### config.mk
export PLATFORM = sky130hd
export DESIGN_NAME = two_axis_focus_calibrator
export DESIGN_NICKNAME = d
export VERILOG_FILES = /design/src/sv/tafc_pkg.sv /design/src/sv/tafc_cfg.sv /design/src/sv/tafc_axis.sv /design/src/sv/tafc_core.sv /design/src/sv/two_axis_focus_calibrator.sv
export VERILOG_INCLUDE_DIRS = /design/src /design/src/sv
export SDC_FILE = /design/constraint.sdc
export NUM_CORES = 1
export LEC_CHECK = 0
export BUFFER_PORTS_ARGS = -buffer_cell sky130_fd_sc_hd__buf_2
export CORE_ASPECT_RATIO = 0.5
export CORE_MARGIN = 1
export CORE_UTILIZATION = 54
export CTS_CLUSTER_SIZE = 8
export DETAILED_ROUTE_END_ITERATION = 8
export GPL_TIMING_DRIVEN = 0
export PLACE_DENSITY_LB_ADDON = 0.2
export SLEW_MARGIN = 20
export SYNTH_ARGS = -nofsm -noshare
export SYNTH_HDL_FRONTEND = slang
export SYNTH_SLANG_ARGS = --single-unit
### constraint.sdc
create_clock -name clk -period 11.6 [get_ports clk]
set_input_delay 0 -clock clk [delete_from_list [all_inputs] [get_ports clk]]
set_output_delay 0 -clock clk [all_outputs]
set_load 0.005 [all_outputs]
### src/sv/two_axis_focus_calibrator_defines.svh
// Assertion macros shared by the focus calibrator modules.
`ifndef TWO_AXIS_FOCUS_CALIBRATOR_DEFINES_SVH
`define TWO_AXIS_FOCUS_CALIBRATOR_DEFINES_SVH

// The consequent must hold in the cycle after the antecedent.
`define TAFC_ASSERT_NEXT(label, clk, rst_n, ante, cons) \
  label: assert property (@(posedge clk) disable iff (!rst_n) (ante) |=> (cons)) \
    else $error("tafc: next-cycle check failed");

// The consequent must hold in the same cycle as the antecedent.
`define TAFC_ASSERT_NOW(label, clk, rst_n, ante, cons) \
  label: assert property (@(posedge clk) disable iff (!rst_n) (ante) |-> (cons)) \
    else $error("tafc: same-cycle check failed");

`endif

### src/sv/tafc_pkg.sv
package tafc_pkg;

  // Field widths of the item and result channels.
  localparam int unsigned SAMPLE_BITS     = 12;
  localparam int unsigned OFFSET_BITS     = 24;
  localparam int unsigned MAX_OFFSET_BITS = OFFSET_BITS - 1;
  localparam int unsigned FLAG_BITS       = 10;
  localparam int unsigned KIND_BITS       = 3;
  localparam int unsigned CFG_IDX_BITS    = 3;
  localparam int unsigned CFG_DATA_BITS   = 23;

  // Sample error below this value counts as in focus.
  localparam int unsigned LOCK_ERR = 30;

  // Command codes.
  localparam logic [KIND_BITS-1:0] KIND_TICK    = 3'd0;
  localparam logic [KIND_BITS-1:0] KIND_START   = 3'd1;
  localparam logic [KIND_BITS-1:0] KIND_CANCEL  = 3'd2;
  localparam logic [KIND_BITS-1:0] KIND_RESTART = 3'd3;
  localparam logic [KIND_BITS-1:0] KIND_RESET   = 3'd4;

  // Configuration register indexes.
  localparam logic [CFG_IDX_BITS-1:0] CFG_MIDDLE_A   = 3'd0;
  localparam logic [CFG_IDX_BITS-1:0] CFG_MIDDLE_B   = 3'd1;
  localparam logic [CFG_IDX_BITS-1:0] CFG_MAX_OFFSET = 3'd2;
  localparam logic [CFG_IDX_BITS-1:0] CFG_AXIS_A_EN  = 3'd3;
  localparam logic [CFG_IDX_BITS-1:0] CFG_AXIS_B_EN  = 3'd4;

  // Reset values of the configuration registers.
  localparam logic [SAMPLE_BITS-1:0]     MIDDLE_RESET     = 12'd2048;
  localparam logic [MAX_OFFSET_BITS-1:0] MAX_OFFSET_RESET = 23'd10000;

  // Bit positions in the flag word.
  localparam int unsigned F_START    = 0;
  localparam int unsigned F_MSTART_A = 1;
  localparam int unsigned F_MSTART_B = 2;
  localparam int unsigned F_FIN_A    = 3;
  localparam int unsigned F_FIN_B    = 4;
  localparam int unsigned F_IN_A     = 5;
  localparam int unsigned F_IN_B     = 6;
  localparam int unsigned F_NO_LIGHT = 7;
  localparam int unsigned F_LOCK_A   = 8;
  localparam int unsigned F_LOCK_B   = 9;

  typedef struct packed {
    logic [KIND_BITS-1:0]   kind;
    logic [SAMPLE_BITS-1:0] sample_a;
    logic [SAMPLE_BITS-1:0] sample_b;
    logic                   dark_switch;
    logic                   motor_a_idle;
    logic                   motor_a_moving;
    logic                   motor_b_idle;
    logic                   motor_b_moving;
    logic                   motor_a_fault;
    logic                   motor_b_fault;
  } tafc_in_t;

  typedef struct packed {
    logic [FLAG_BITS-1:0]          flags;
    logic                          locked;
    logic signed [OFFSET_BITS-1:0] stored_offset_a;
    logic signed [OFFSET_BITS-1:0] stored_offset_b;
    logic signed [OFFSET_BITS-1:0] applied_offset_a;
    logic signed [OFFSET_BITS-1:0] applied_offset_b;
  } tafc_out_t;

  typedef struct packed {
    logic [SAMPLE_BITS-1:0]     middle_a;
    logic [SAMPLE_BITS-1:0]     middle_b;
    logic [MAX_OFFSET_BITS-1:0] max_offset;
    logic                       axis_a_enabled;
    logic                       axis_b_enabled;
  } tafc_cfg_t;

  // Per-axis slice of the flag word.
  typedef struct packed {
    logic mstart;
    logic fin;
    logic in_run;
    logic locked;
  } tafc_axis_flags_t;

endpackage

### src/sv/tafc_cfg.sv
module tafc_cfg
  import tafc_pkg::*;
(
  input  logic                     clk,
  input  logic                     rst_n,
  input  logic                     cfg_we,
  input  logic [CFG_IDX_BITS-1:0]  cfg_index,
  input  logic [CFG_DATA_BITS-1:0] cfg_data,
  output tafc_cfg_t                cfg
);

  tafc_cfg_t cfg_r;
  tafc_cfg_t cfg_nxt;

  // Decode the register index; writes beyond the list are dropped.
  always_comb begin
    cfg_nxt = cfg_r;
    if (cfg_we) begin
      case (cfg_index)
        CFG_MIDDLE_A:   cfg_nxt.middle_a       = cfg_data[SAMPLE_BITS-1:0];
        CFG_MIDDLE_B:   cfg_nxt.middle_b       = cfg_data[SAMPLE_BITS-1:0];
        CFG_MAX_OFFSET: cfg_nxt.max_offset     = cfg_data[MAX_OFFSET_BITS-1:0];
        CFG_AXIS_A_EN:  cfg_nxt.axis_a_enabled = cfg_data[0];
        CFG_AXIS_B_EN:  cfg_nxt.axis_b_enabled = cfg_data[0];
        default: begin
        end
      endcase
    end
  end

  always_ff @(posedge clk) begin
    if (!rst_n) begin
      cfg_r.middle_a       <= MIDDLE_RESET;
      cfg_r.middle_b       <= MIDDLE_RESET;
      cfg_r.max_offset     <= MAX_OFFSET_RESET;
      cfg_r.axis_a_enabled <= 1'b1;
      cfg_r.axis_b_enabled <= 1'b1;
    end else begin
      cfg_r <= cfg_nxt;
    end
  end

  assign cfg = cfg_r;

endmodule

### src/sv/tafc_axis.sv
module tafc_axis
  import tafc_pkg::*;
(
  input  logic                          active,
  input  tafc_axis_flags_t              flg_i,
  input  logic                          motor_idle,
  input  logic                          motor_moving,
  input  logic [SAMPLE_BITS-1:0]        sample,
  input  logic [SAMPLE_BITS-1:0]        middle,
  input  logic [MAX_OFFSET_BITS-1:0]    lim,
  input  logic signed [OFFSET_BITS-1:0] integ_i,
  output tafc_axis_flags_t              flg_o,
  output logic signed [OFFSET_BITS-1:0] integ_o
);

  localparam int unsigned DIFF_W = SAMPLE_BITS + 1;
  localparam int unsigned SUM_W  = OFFSET_BITS + 2;

  logic signed [DIFF_W-1:0] diff;
  logic        [DIFF_W-1:0] diff_abs;
  logic                     err_small;
  logic signed [SUM_W-1:0]  sum;
  logic signed [SUM_W-1:0]  lim_s;
  logic signed [SUM_W-1:0]  clamped;

  // Sample minus middle, and its magnitude for the focus test.
  assign diff      = $signed({1'b0, sample}) - $signed({1'b0, middle});
  assign diff_abs  = diff[DIFF_W-1] ? DIFF_W'(-diff) : DIFF_W'(diff);
  assign err_small = diff_abs < DIFF_W'(LOCK_ERR);

  // Integrate the error and clamp to the symmetric limit.
  assign sum   = {{2{integ_i[OFFSET_BITS-1]}}, integ_i}
               + {{(SUM_W-DIFF_W){diff[DIFF_W-1]}}, diff};
  assign lim_s = $signed({{(SUM_W-MAX_OFFSET_BITS){1'b0}}, lim});

  always_comb begin
    if (sum > lim_s) begin
      clamped = lim_s;
    end else if (sum < -lim_s) begin
      clamped = -lim_s;
    end else begin
      clamped = sum;
    end
  end

  // Wait for the motor to start, then integrate once when it stops.
  always_comb begin
    flg_o   = flg_i;
    integ_o = integ_i;
    if (active) begin
      if ((!motor_idle || flg_i.in_run) && !flg_i.fin) begin
        flg_o.in_run = 1'b1;
        if (motor_moving) begin
          flg_o.mstart = 1'b1;
        end else if (flg_i.mstart) begin
          integ_o   = clamped[OFFSET_BITS-1:0];
          flg_o.fin = 1'b1;
        end
      end else begin
        flg_o.fin = 1'b1;
      end
      if (flg_o.fin && err_small) begin
        flg_o.locked = 1'b1;
      end
    end
  end

endmodule

### src/sv/tafc_core.sv
`include "two_axis_focus_calibrator_defines.svh"

module tafc_core
  import tafc_pkg::*;
(
  input  logic      clk,
  input  logic      rst_n,
  input  tafc_cfg_t cfg,
  input  logic      item_fire,
  input  tafc_in_t  item,
  output tafc_out_t result
);

  logic [FLAG_BITS-1:0]          flags_r, flags_nxt;
  logic signed [OFFSET_BITS-1:0] integ_a_r, integ_a_nxt;
  logic signed [OFFSET_BITS-1:0] integ_b_r, integ_b_nxt;
  logic signed [OFFSET_BITS-1:0] use_a_r, use_a_nxt;
  logic signed [OFFSET_BITS-1:0] use_b_r, use_b_nxt;

  logic [FLAG_BITS-1:0]          f_pre;
  logic                          ok_a, ok_b, gate;
  tafc_axis_flags_t              axa_i, axa_o, axb_i, axb_o;
  logic signed [OFFSET_BITS-1:0] axa_integ, axb_integ;

  // Overall lock decision from the flag word and axis health.
  function automatic logic lock_decide(input logic [FLAG_BITS-1:0] f,
                                       input logic h_a, input logic h_b);
    logic r;
    r = f[F_NO_LIGHT]
      || (!h_a && h_b && f[F_LOCK_B])
      || (h_a && !h_b && f[F_LOCK_A])
      || (f[F_LOCK_A] && f[F_LOCK_B]);
    return r;
  endfunction

  assign ok_a = !item.motor_a_fault && cfg.axis_a_enabled;
  assign ok_b = !item.motor_b_fault && cfg.axis_b_enabled;

  // Darkness handling comes first on a tick and cancels the run.
  always_comb begin
    f_pre = flags_r;
    if (item.dark_switch) begin
      f_pre[F_NO_LIGHT] = 1'b1;
      f_pre[F_START]    = 1'b0;
      f_pre[F_MSTART_A] = 1'b0;
      f_pre[F_FIN_A]    = 1'b0;
      f_pre[F_IN_A]     = 1'b0;
      f_pre[F_MSTART_B] = 1'b0;
      f_pre[F_FIN_B]    = 1'b0;
      f_pre[F_IN_B]     = 1'b0;
    end else begin
      f_pre[F_NO_LIGHT] = 1'b0;
    end
  end

  assign gate = f_pre[F_START] && !lock_decide(f_pre, ok_a, ok_b);

  assign axa_i = '{mstart: f_pre[F_MSTART_A], fin: f_pre[F_FIN_A],
                   in_run: f_pre[F_IN_A], locked: f_pre[F_LOCK_A]};
  assign axb_i = '{mstart: f_pre[F_MSTART_B], fin: f_pre[F_FIN_B],
                   in_run: f_pre[F_IN_B], locked: f_pre[F_LOCK_B]};

  tafc_axis u_axis_a (
    .active       (gate),
    .flg_i        (axa_i),
    .motor_idle   (item.motor_a_idle),
    .motor_moving (item.motor_a_moving),
    .sample       (item.sample_a),
    .middle       (cfg.middle_a),
    .lim          (cfg.max_offset),
    .integ_i      (integ_a_r),
    .flg_o        (axa_o),
    .integ_o      (axa_integ)
  );

  tafc_axis u_axis_b (
    .active       (gate),
    .flg_i        (axb_i),
    .motor_idle   (item.motor_b_idle),
    .motor_moving (item.motor_b_moving),
    .sample       (item.sample_b),
    .middle       (cfg.middle_b),
    .lim          (cfg.max_offset),
    .integ_i      (integ_b_r),
    .flg_o        (axb_o),
    .integ_o      (axb_integ)
  );

  // Next state for each command.
  always_comb begin
    flags_nxt   = flags_r;
    integ_a_nxt = integ_a_r;
    integ_b_nxt = integ_b_r;
    use_a_nxt   = use_a_r;
    use_b_nxt   = use_b_r;
    case (item.kind)
      KIND_TICK: begin
        flags_nxt             = f_pre;
        flags_nxt[F_MSTART_A] = axa_o.mstart;
        flags_nxt[F_FIN_A]    = axa_o.fin;
        flags_nxt[F_IN_A]     = axa_o.in_run;
        flags_nxt[F_LOCK_A]   = axa_o.locked;
        flags_nxt[F_MSTART_B] = axb_o.mstart;
        flags_nxt[F_FIN_B]    = axb_o.fin;
        flags_nxt[F_IN_B]     = axb_o.in_run;
        flags_nxt[F_LOCK_B]   = axb_o.locked;
        integ_a_nxt           = axa_integ;
        integ_b_nxt           = axb_integ;
      end
      KIND_START: begin
        if (flags_r[F_FIN_A]) begin
          flags_nxt[F_MSTART_A] = 1'b0;
          flags_nxt[F_FIN_A]    = 1'b0;
          flags_nxt[F_IN_A]     = 1'b0;
        end
        if (flags_r[F_FIN_B]) begin
          flags_nxt[F_MSTART_B] = 1'b0;
          flags_nxt[F_FIN_B]    = 1'b0;
          flags_nxt[F_IN_B]     = 1'b0;
        end
        flags_nxt[F_START] = 1'b1;
        use_a_nxt          = integ_a_r;
        use_b_nxt          = integ_b_r;
      end
      KIND_CANCEL: begin
        flags_nxt[F_START]    = 1'b0;
        flags_nxt[F_MSTART_A] = 1'b0;
        flags_nxt[F_FIN_A]    = 1'b0;
        flags_nxt[F_IN_A]     = 1'b0;
        flags_nxt[F_MSTART_B] = 1'b0;
        flags_nxt[F_FIN_B]    = 1'b0;
        flags_nxt[F_IN_B]     = 1'b0;
      end
      KIND_RESTART: begin
        flags_nxt          = '0;
        flags_nxt[F_START] = 1'b1;
      end
      KIND_RESET: begin
        flags_nxt   = '0;
        integ_a_nxt = '0;
        integ_b_nxt = '0;
        use_a_nxt   = '0;
        use_b_nxt   = '0;
      end
      default: begin
      end
    endcase
  end

  // Calibration state advances once per item.
  always_ff @(posedge clk) begin
    if (!rst_n) begin
      flags_r   <= '0;
      integ_a_r <= '0;
      integ_b_r <= '0;
      use_a_r   <= '0;
      use_b_r   <= '0;
    end else if (item_fire) begin
      flags_r   <= flags_nxt;
      integ_a_r <= integ_a_nxt;
      integ_b_r <= integ_b_nxt;
      use_a_r   <= use_a_nxt;
      use_b_r   <= use_b_nxt;
    end
  end

  // Result reflects the state after this item.
  assign result.flags            = flags_nxt;
  assign result.locked           = lock_decide(flags_nxt, ok_a, ok_b);
  assign result.stored_offset_a  = integ_a_nxt;
  assign result.stored_offset_b  = integ_b_nxt;
  assign result.applied_offset_a = use_a_nxt;
  assign result.applied_offset_b = use_b_nxt;

  // A reset command clears all calibration state.
  `TAFC_ASSERT_NEXT(a_reset_clears, clk, rst_n, item_fire && item.kind == KIND_RESET, flags_r == '0 && integ_a_r == '0 && use_b_r == '0)
  // A restart leaves only the start flag.
  `TAFC_ASSERT_NEXT(a_restart_start_only, clk, rst_n, item_fire && item.kind == KIND_RESTART, flags_r == FLAG_BITS'(1) << F_START)
  // Start loads the applied offsets from the integrators.
  `TAFC_ASSERT_NEXT(a_start_applies, clk, rst_n, item_fire && item.kind == KIND_START, use_a_r == $past(integ_a_r) && use_b_r == $past(integ_b_r))

endmodule

### src/sv/two_axis_focus_calibrator.sv
// Two-axis focus calibration sequencer. Each item is a command (tick, start,
// cancel, restart or reset) and produces exactly one result item carrying the
// flag word, the lock decision and the stored and applied offsets after that
// command. Throughput is one item per clock while the output is not stalled:
// items are accepted into an input register and results are offered from a
// result register, with all per-item work (flag update plus one add-and-clamp
// per axis) between them. A stalled output holds the result register and,
// once the input register is also full, the input. Configuration writes take
// effect at the next clock edge.
`include "two_axis_focus_calibrator_defines.svh"

module two_axis_focus_calibrator
  import tafc_pkg::*;
(
  input  logic                     clk,
  input  logic                     rst_n,
  input  logic                     in_valid,
  output logic                     in_stall,
  input  tafc_in_t                 in_data,
  output logic                     out_valid,
  input  logic                     out_stall,
  output tafc_out_t                out_data,
  input  logic                     cfg_we,
  input  logic [CFG_IDX_BITS-1:0]  cfg_index,
  input  logic [CFG_DATA_BITS-1:0] cfg_data
);

  tafc_cfg_t cfg;
  tafc_in_t  s1_item_r;
  logic      s1_valid_r, s1_valid_nxt;
  logic      out_valid_r;
  tafc_out_t out_data_r;
  tafc_out_t result;
  logic      advance, in_fire, core_fire;

  // The result register can take a new item when empty or being drained.
  assign advance   = !out_valid_r || !out_stall;
  assign in_stall  = s1_valid_r && !advance;
  assign in_fire   = in_valid && !in_stall;
  assign core_fire = s1_valid_r && advance;

  tafc_cfg u_cfg (
    .clk       (clk),
    .rst_n     (rst_n),
    .cfg_we    (cfg_we),
    .cfg_index (cfg_index),
    .cfg_data  (cfg_data),
    .cfg       (cfg)
  );

  tafc_core u_core (
    .clk       (clk),
    .rst_n     (rst_n),
    .cfg       (cfg),
    .item_fire (core_fire),
    .item      (s1_item_r),
    .result    (result)
  );

  // Input register.
  always_comb begin
    if (in_fire) begin
      s1_valid_nxt = 1'b1;
    end else if (advance) begin
      s1_valid_nxt = 1'b0;
    end else begin
      s1_valid_nxt = s1_valid_r;
    end
  end

  always_ff @(posedge clk) begin
    if (!rst_n) begin
      s1_valid_r <= 1'b0;
    end else begin
      s1_valid_r <= s1_valid_nxt;
    end
  end

  always_ff @(posedge clk) begin
    if (in_fire) begin
      s1_item_r <= in_data;
    end
  end

  // Result register.
  always_ff @(posedge clk) begin
    if (!rst_n) begin
      out_valid_r <= 1'b0;
    end else if (advance) begin
      out_valid_r <= s1_valid_r;
    end
  end

  always_ff @(posedge clk) begin
    if (core_fire) begin
      out_data_r <= result;
    end
  end

  assign out_valid = out_valid_r;
  assign out_data  = out_data_r;

  // The input side stalls only while an item waits in the input register.
  `TAFC_ASSERT_NOW(a_stall_needs_item, clk, rst_n, in_stall, s1_valid_r && out_valid_r)
  // An item that moves forward always shows up as a result.
  `TAFC_ASSERT_NEXT(a_fire_gives_result, clk, rst_n, core_fire, out_valid_r)

endmodule
==> out/results.ini, run 1 <==
[timing]
setup_violations=0
min_period_over_period_pct=70.4
finalMaxSlewViolations=0
hold_slack_ns=0.155
fmax_mhz=122
setup_tns_ns=0
worst_pin_slew_ns=1.05
post-route-min-period_ns=8.17
hold_viol_final=0
relSlewSlack_pct=29.7
finClkSkew_ns=0.0271
rsz0062_at_grt=no

[synthesis]
synth-seq-area-share_pct=38.6
syn-num-nets=2368
synth_seq_cells=298
synth_top_cell_by_area=edfxtp_1
async_reset_ff_share_pct=0
synth.avg_cell_area_um2=8.99
yosysTopAreaCellShare_pct=22.2
synth_area_leaders=edfxtp_1, dfxtp_1, ha_1
syn-cell-area_mm2=0.0191
ys_warn_count=0
synth_cell_types=90
netlist_instances=2126
synth_edf_count=141
ys.flop_type=dfxtp_1

[cts]
cts_buffers=43
clock-sinks=298
clk_latency_ns=0.55
clk_pin_slew_ns=0.05
h-tree-depth=2
cts.repair.resized=0
clock_path_buffers=3
cts_root_buffer=clkbuf_16
tritoncts=yes

[routing]
drt_first_pass_iters=6
vias=17400
viasPerCell=5.98
drc=0
wire_per_inst_um=21.0
antenna_left=0
drt_iter0_drc=1887
wl_mm=61.4

[global_routing]
grt_overflow_total=0
gr-usage-all-layers_pct=33.7
antenna_found_initial=2
first_global_vias=15700
grt_max_degree=51
grt_pass1_wl_mm=91.8

[finish]
final_cell_mix=nand2_1, buf_2, ha_1
layout.nets=2655
finalNonFillerCells=2919
final_common_cell=nand2_1
drive_above_1_share_pct=12.0
num-fill-cells=2922
seqCellArea_mm2=0.00738
multi_input_area_mm2=0.0109
syn2layout_area_growth_pct=18.0

[floorplan]
pin_count=174
die_w_um=268
dieArea_mm2=0.0362
start_util_pct=55.1
dieHeight_um=135
num_rows=48
core_mm2=0.0347

[placed_design]
hpwl_mm=47.4
dp.cells=2776
io_buffers=172
gp_congestion=0.998

[critical_path]
criticalPathCategory=flip-flop to flip-flop
critPathMaxStageDelay_ns=0.61
required_ns=11.95
end_kind=flip-flop
cp_max_fo=10
cp-start-kind=flip-flop
crit_slowest_cell=a211oi_1
arrival_ns=8.52

[worst_hold_path]
hp-class=primary input to flip-flop

[run_status]
status=finished clean

[power]
leakage_nw=9.09
p_per_area_mw_per_mm2=133
ir_worst_vdd_uv=97.3

[run]
max_cap_viol_count=0

==> sequential cells by signal, indices dropped and copies added, names as in the netlist, 10 cells and up <==
| signal | cells |
|---|---|
| u_core.integ_a_r | 24 |
| u_cfg.cfg | 49 |
| u_core.use_a_r | 24 |
| u_core.integ_b_r | 24 |
| s1_item_r | 34 |
| u_core.flags_r | 10 |
| out_data | 107 |
| u_core.use_b_r | 24 |
==> Yosys cell counts (8+ instances only) <==
| library cell | count |
|---|---|
| a211oi_1 | 14 |
| a21boi_0 | 99 |
| a21o_1 | 49 |
| a21oi_1 | 94 |
| a221oi_1 | 9 |
| a22o_1 | 56 |
| a31oi_1 | 24 |
| and2_1 | 15 |
| and3_1 | 11 |
| buf_2 | 14 |
| clkbuf_1 | 84 |
| dfxtp_1 | 157 |
| edfxtp_1 | 141 |
| ha_1 | 173 |
| inv_1 | 102 |
| mux2_2 | 8 |
| mux2i_1 | 9 |
| nand2_1 | 367 |
| nand2b_1 | 20 |
| nand3_1 | 24 |
| nand4_1 | 21 |
| nor2_1 | 88 |
| nor2b_1 | 30 |
| nor3_1 | 26 |
| nor3b_1 | 9 |
| nor4_1 | 8 |
| o211ai_1 | 40 |
| o21a_1 | 30 |
| o21ai_0 | 138 |
| o21ai_1 | 14 |
| o21bai_1 | 8 |
| o31ai_1 | 18 |
| or2_2 | 8 |
| or3_1 | 12 |
| or4_1 | 11 |
| xnor2_1 | 47 |
| xor2_1 | 25 |
==> per-stage QoR <==
stage / util (%) / total power (W) / cell area [um^2] / worst slack [ns]
floorplan: - / 0.00161 / 19100 / 5.43
global placement: 59.3 / 0.00180 / 20600 / 3.53
detailed placement: 59.6 / 0.00181 / 20600 / 3.50
CTS: 65.0 / 0.00297 / 22500 / 3.47
global route: 65.0 / 0.00311 / 22500 / 2.94
finish: 65.0 / 0.00299 / 22500 / 3.43
==> path summary, 6_finish.rpt <==
path	from	endpoint	slack, ns	cells after the start
worst max register to register	s1_item_r[20]$_DFFE_PP_	out_data[82]$_DFFE_PP_	3.43	25
worst min register to register	u_core.use_b_r[5]$_SDFFE_PN0P_	u_core.use_b_r[5]$_SDFFE_PN0P_	0.46	2
worst min-delay path	rst_n	u_core.integ_a_r[14]$_SDFFE_PN0P_	0.16	3
worst max-delay path	s1_item_r[20]$_DFFE_PP_	out_data[82]$_DFFE_PP_	3.43	25
==> area by class of cell <==
cell class | instances | area share [%]
timing repair buffer | 242 | 7.10
tap | 475 | 2.64
clock buffer | 73 | 5.27
multi-input combinational | 1620 | 48.5
sequential | 298 | 32.7
clock inverter | 2 | 0.0777
buffer | 105 | 1.94
inverter | 103 | 1.72
antenna | 1 | 0.0111
==> report_power, final <==
part	internal (W)	leakage (nW)	switching (W)	total, W
clock	0.000689	0.574	0.000466	0.00115
sequential	0.00113	2.63	0.0000172	0.00115
combinational	0.000252	5.88	0.000431	0.000683
total	0.00207	9.09	0.000914	0.00299
==> layer usage <==
metal,GRT usage (%),up-vias,wire (um)
met1,49.2,8226,27800
met4,8.38,0,1310
met5,0,-,0
li1,-,8382,-
met3,12.5,89,7850
met2,46.2,745,24400
==> what timing repair did <==
item                                   CTS  global route
buffers inserted                         0             0
endpoints found under the hold margin   92             0
hold buffers                            67             0
==> logic make-up after synthesis <==
family	count (synthesis)	synth area share, %
adders and majority gates	177	11.7
xor gates and xnor gates	72	3.30
AOI/OAI and AO/OA	671	24.2
muxes	17	0.943
and+or+nand+nor	683	16.9
buffers and inverters	208	4.30
DFF	298	38.6
==> worst max-delay path, delay by kind of cell (launching register included) <==
| kind | cells | cell delay, ns |
|---|---|---|
| DFF | 1 | 0.42 |
| buffers and inverters | 4 | 1.47 |
| and+or+nand+nor | 6 | 1.32 |
| adders and majority gates | 3 | 0.94 |
| AOI/OAI and AO/OA | 11 | 3.41 |
| xor gates and xnor gates | 1 | 0.38 |
Note: power is estimated with default switching activity, not from simulation.
==> run 2, diff against run 1 <==
ABC_AREA = 1   (was not set)
clock period = 8 ns   (was 11.6 ns; I/O delays follow)
==> out/results.ini, run 2 <==
[critical_path]
path_common_cell=nand2_1
reg2reg_to=out_data[54]$_DFFE_PP_
cp_max_fo=17  ; +7
criticalPathCategory=flip-flop to flip-flop
cp-start-kind=flip-flop
r2r-start=s1_item_r[7]$_DFFE_PP_
end_kind=flip-flop
critPathMaxStageDelay_ns=0.53  ; -0.08 ns
crit_slowest_cell=ha_1
r2r_setup_slack_ns=1.61  ; -1.83 ns
required_ns=8.28  ; -3.67 ns
arrival_ns=6.67  ; -1.85 ns
ff2ff_path_depth=36  ; +44%

[worst_hold_path]
hold_path_end=u_cfg.cfg[43]$_SDFFE_PN0P_
hp-class=primary input to flip-flop
hold_start=rst_n
hold_path_depth=4  ; +1

[finish]
largest_reg_flops=107  ; unchanged
syn2layout_area_growth_pct=16.5
final_common_cell=nand2_1
final_cell_mix=nand2_1, inv_1, nand3_1
final_area_mm2=0.0247  ; +9.7%
finalNonFillerCells=3856  ; +32%
num-fill-cells=3481  ; +19%
drive_above_1_share_pct=10.3  ; -1.6 points
layout.nets=3549  ; +34%

[cts]
h-tree-depth=2  ; unchanged
tritoncts=yes
clk_latency_ns=0.55  ; about the same
clock-sinks=298  ; unchanged
clk_pin_slew_ns=0.05  ; about the same
cts_buffers=43  ; unchanged
post-cts-setup-buffer-count=0  ; unchanged
cts_root_buffer=clkbuf_16
clock_path_buffers=3  ; unchanged

[floorplan]
num_rows=50  ; +4.2%
die_w_um=282  ; +5.3%
core_mm2=0.0380  ; +9.8%
dieArea_mm2=0.0401  ; +11%
start_util_pct=55.8  ; +0.66 points
pin_count=174  ; unchanged
dieHeight_um=142  ; +5.3%

[synthesis]
async_reset_ff_share_pct=0  ; unchanged
synth.avg_cell_area_um2=7.03  ; -22%
yosysTopAreaCellShare_pct=20.0  ; -2.2 points
synth_edf_count=141  ; unchanged
ys_top_cells_by_count=nand2_1, inv_1, nand3_1
synth-seq-area-share_pct=34.8  ; -3.8 points
netlist_instances=3017  ; +42%
synth_area_leaders=edfxtp_1, dfxtp_1, nand2_1
yosysMostFrequentCell=nand2_1
syn-cell-area_mm2=0.0212  ; +11%
synth_cell_types=49  ; -46%
synth_seq_cells=298  ; unchanged
ys_warn_count=0  ; unchanged
syn-num-nets=3259  ; +38%
synth_top_cell_by_area=edfxtp_1
ys.flop_type=dfxtp_1

[placed_design]
io_buffers=173  ; +0.58%
dpl_cell_area_mm2=0.0228  ; +10%
hpwl_mm=55.8  ; +18%
gp_congestion=1.01  ; +1.5%
dp.cells=3711  ; +34%
dp_slack_ns=1.82  ; -1.69 ns

[power]
seq_power_share_pct=32.3  ; -6.2 points
pwr-share-clk_pct=31.1  ; -7.5 points
p_comb_share_pct=36.7  ; +14 points
intPower_w=0.00337  ; +63%
p_sw_w=0.00206  ; +120%
leakage_nw=12.4  ; +37%
ir_worst_vdd_uv=210  ; +120%
p_sw_share_pct=37.9  ; +7.3 points
p_per_area_mw_per_mm2=220  ; +66%

[routing]
wire_per_inst_um=19.0  ; -9.7%
wl_mm=73.3  ; +19%
antenna_left=0  ; unchanged
drt_iter0_drc=2719  ; +44%
drc=0  ; unchanged
vias=21700  ; +25%
viasPerCell=5.64  ; -5.7%
drt_first_pass_iters=6  ; unchanged

[global_routing]
grt_busiest_layer=met2
met3_usage_pct=9.34  ; -3.1 points
antenna_found_initial=5  ; +3
grt_overflow_total=0  ; unchanged
use_met2_pct=54.3  ; +8.1 points
gr-usage-all-layers_pct=36.1  ; +2.4 points
grt_max_degree=80  ; +57%
first_global_vias=19800  ; +26%
grtUsageMet1_pct=50.8  ; +1.6 points
grt_pass1_wl_mm=109  ; +19%

[timing]
setup_ws_ns=1.61  ; -1.83 ns
hold_viol_final=0  ; unchanged
finClkSkew_ns=0.0200  ; -0.00717 ns
post-route-min-period_ns=6.39  ; -1.77 ns
setup_violations=0  ; unchanged
fmax_mhz=156  ; +28%
rsz0062_at_grt=no
finalMaxSlewViolations=0  ; unchanged
setup_tns_ns=0  ; unchanged
relSlewSlack_pct=23.8  ; -5.9 points
min_period_over_period_pct=79.9  ; +9.5 points
worst_pin_slew_ns=1.13  ; +0.0798 ns

[run]
max_cap_viol_count=0  ; unchanged

[run_status]
status=finished clean

==> run 2: cell types whose count changed after synthesis, moves of 47 or more <==
cell	before	now
inv_1	102	484
nand2_1	367	821
o22ai_1	4	51
nand3_1	24	287
a21oi_1	94	256
a21boi_0	99	1
a22o_1	56	0
==> run 2: area by class of cell <==
cell class | instances | area (um^2) | share of cell area [%]
Multi-Input combinational cell | 2121 | 11500 | 46.6
Sequential cell | 298 | 7380 | 29.9
Inverter | 501 | 1880 | 7.61
Timing Repair Buffer | 245 | 1600 | 6.49
Clock buffer | 70 | 1190 | 4.81
Tap cell | 520 | 651 | 2.63
Buffer | 97 | 463 | 1.87
Clock inverter | 3 | 37.5 | 0.152
Antenna cell | 1 | 2.50 | 0.0101
==> run 2: worst max-delay path: cells and delay by family (launching register included) <==
family / cells / cell delay [ns]
and+or+nand+nor: 23 / 2.80
adders and majority gates: 4 / 1.54
buffers and inverters: 8 / 1.20
DFF: 1 / 0.32
AOI/OAI and AO/OA: 1 / 0.25
==> run 2: power groups by stage <==
stage	sequential [W]	clock (W)	combinational, W
after floorplan	0.00177	0	0.00138
after global placement	0.00178	0	0.00186
after detailed placement	0.00178	0	0.00189
after CTS	0.00175	0.00170	0.00193
after global routing	0.00176	0.00176	0.00222
final	0.00175	0.00169	0.00199
==> run 2: stage by stage <==
step	power, W	utilization (%)	hold WS, ns
final	0.00543	65.0	0.0748
after detailed placement	0.00367	59.9	0.178
after global routing	0.00574	65.0	0.0867
after floorplan	0.00315	-	0.0989
after global placement	0.00364	59.8	0.176
after CTS	0.00538	65.0	0.0463
==> run 2: timing repair <==
item / in CTS / in global routing
hold buffers: 71 / 0
resized for setup: 0 / 0
endpoints found under the setup margin: 0 / 0
endpoints found under the hold margin: 85 / 0
==> run 2: worst max path at each step <==
stage | start | end | cells after the start | slack [ns]
floorplan | s1_item_r[7]$_DFFE_PP_ | out_data[50]$_DFFE_PP_ | 36 | 3.06
global placement | s1_item_r[7]$_DFFE_PP_ | out_data[54]$_DFFE_PP_ | 36 | 1.87
detailed placement | s1_item_r[7]$_DFFE_PP_ | out_data[53]$_DFFE_PP_ | 36 | 1.82
CTS | s1_item_r[7]$_DFFE_PP_ | out_data[53]$_DFFE_PP_ | 36 | 1.79
global route | s1_item_r[7]$_DFFE_PP_ | out_data[54]$_DFFE_PP_ | 34 | 1.24
finish | s1_item_r[7]$_DFFE_PP_ | out_data[54]$_DFFE_PP_ | 36 | 1.61
==> run 2: metal layers <==
metal / vias to the layer above / part of all wire [%] / wire [um]
met4: 4 / 2.5 / 1840
met3: 159 / 12 / 8460
met5: - / 0.029 / 21
li1: 10500 / - / -
met2: 1052 / 42 / 30700
met1: 10000 / 44 / 32300
==> run 2: cell families after synthesis <==
logic type               share of synthesized area [%]
XOR/XNOR                                          2.25
buffers and inverters                             11.0
adder cells (fa/ha/maj)                           10.6
AO/OA/AOI/OAI                                     13.6
AND/OR/NAND/NOR                                   27.8
flip-flops                                        34.8
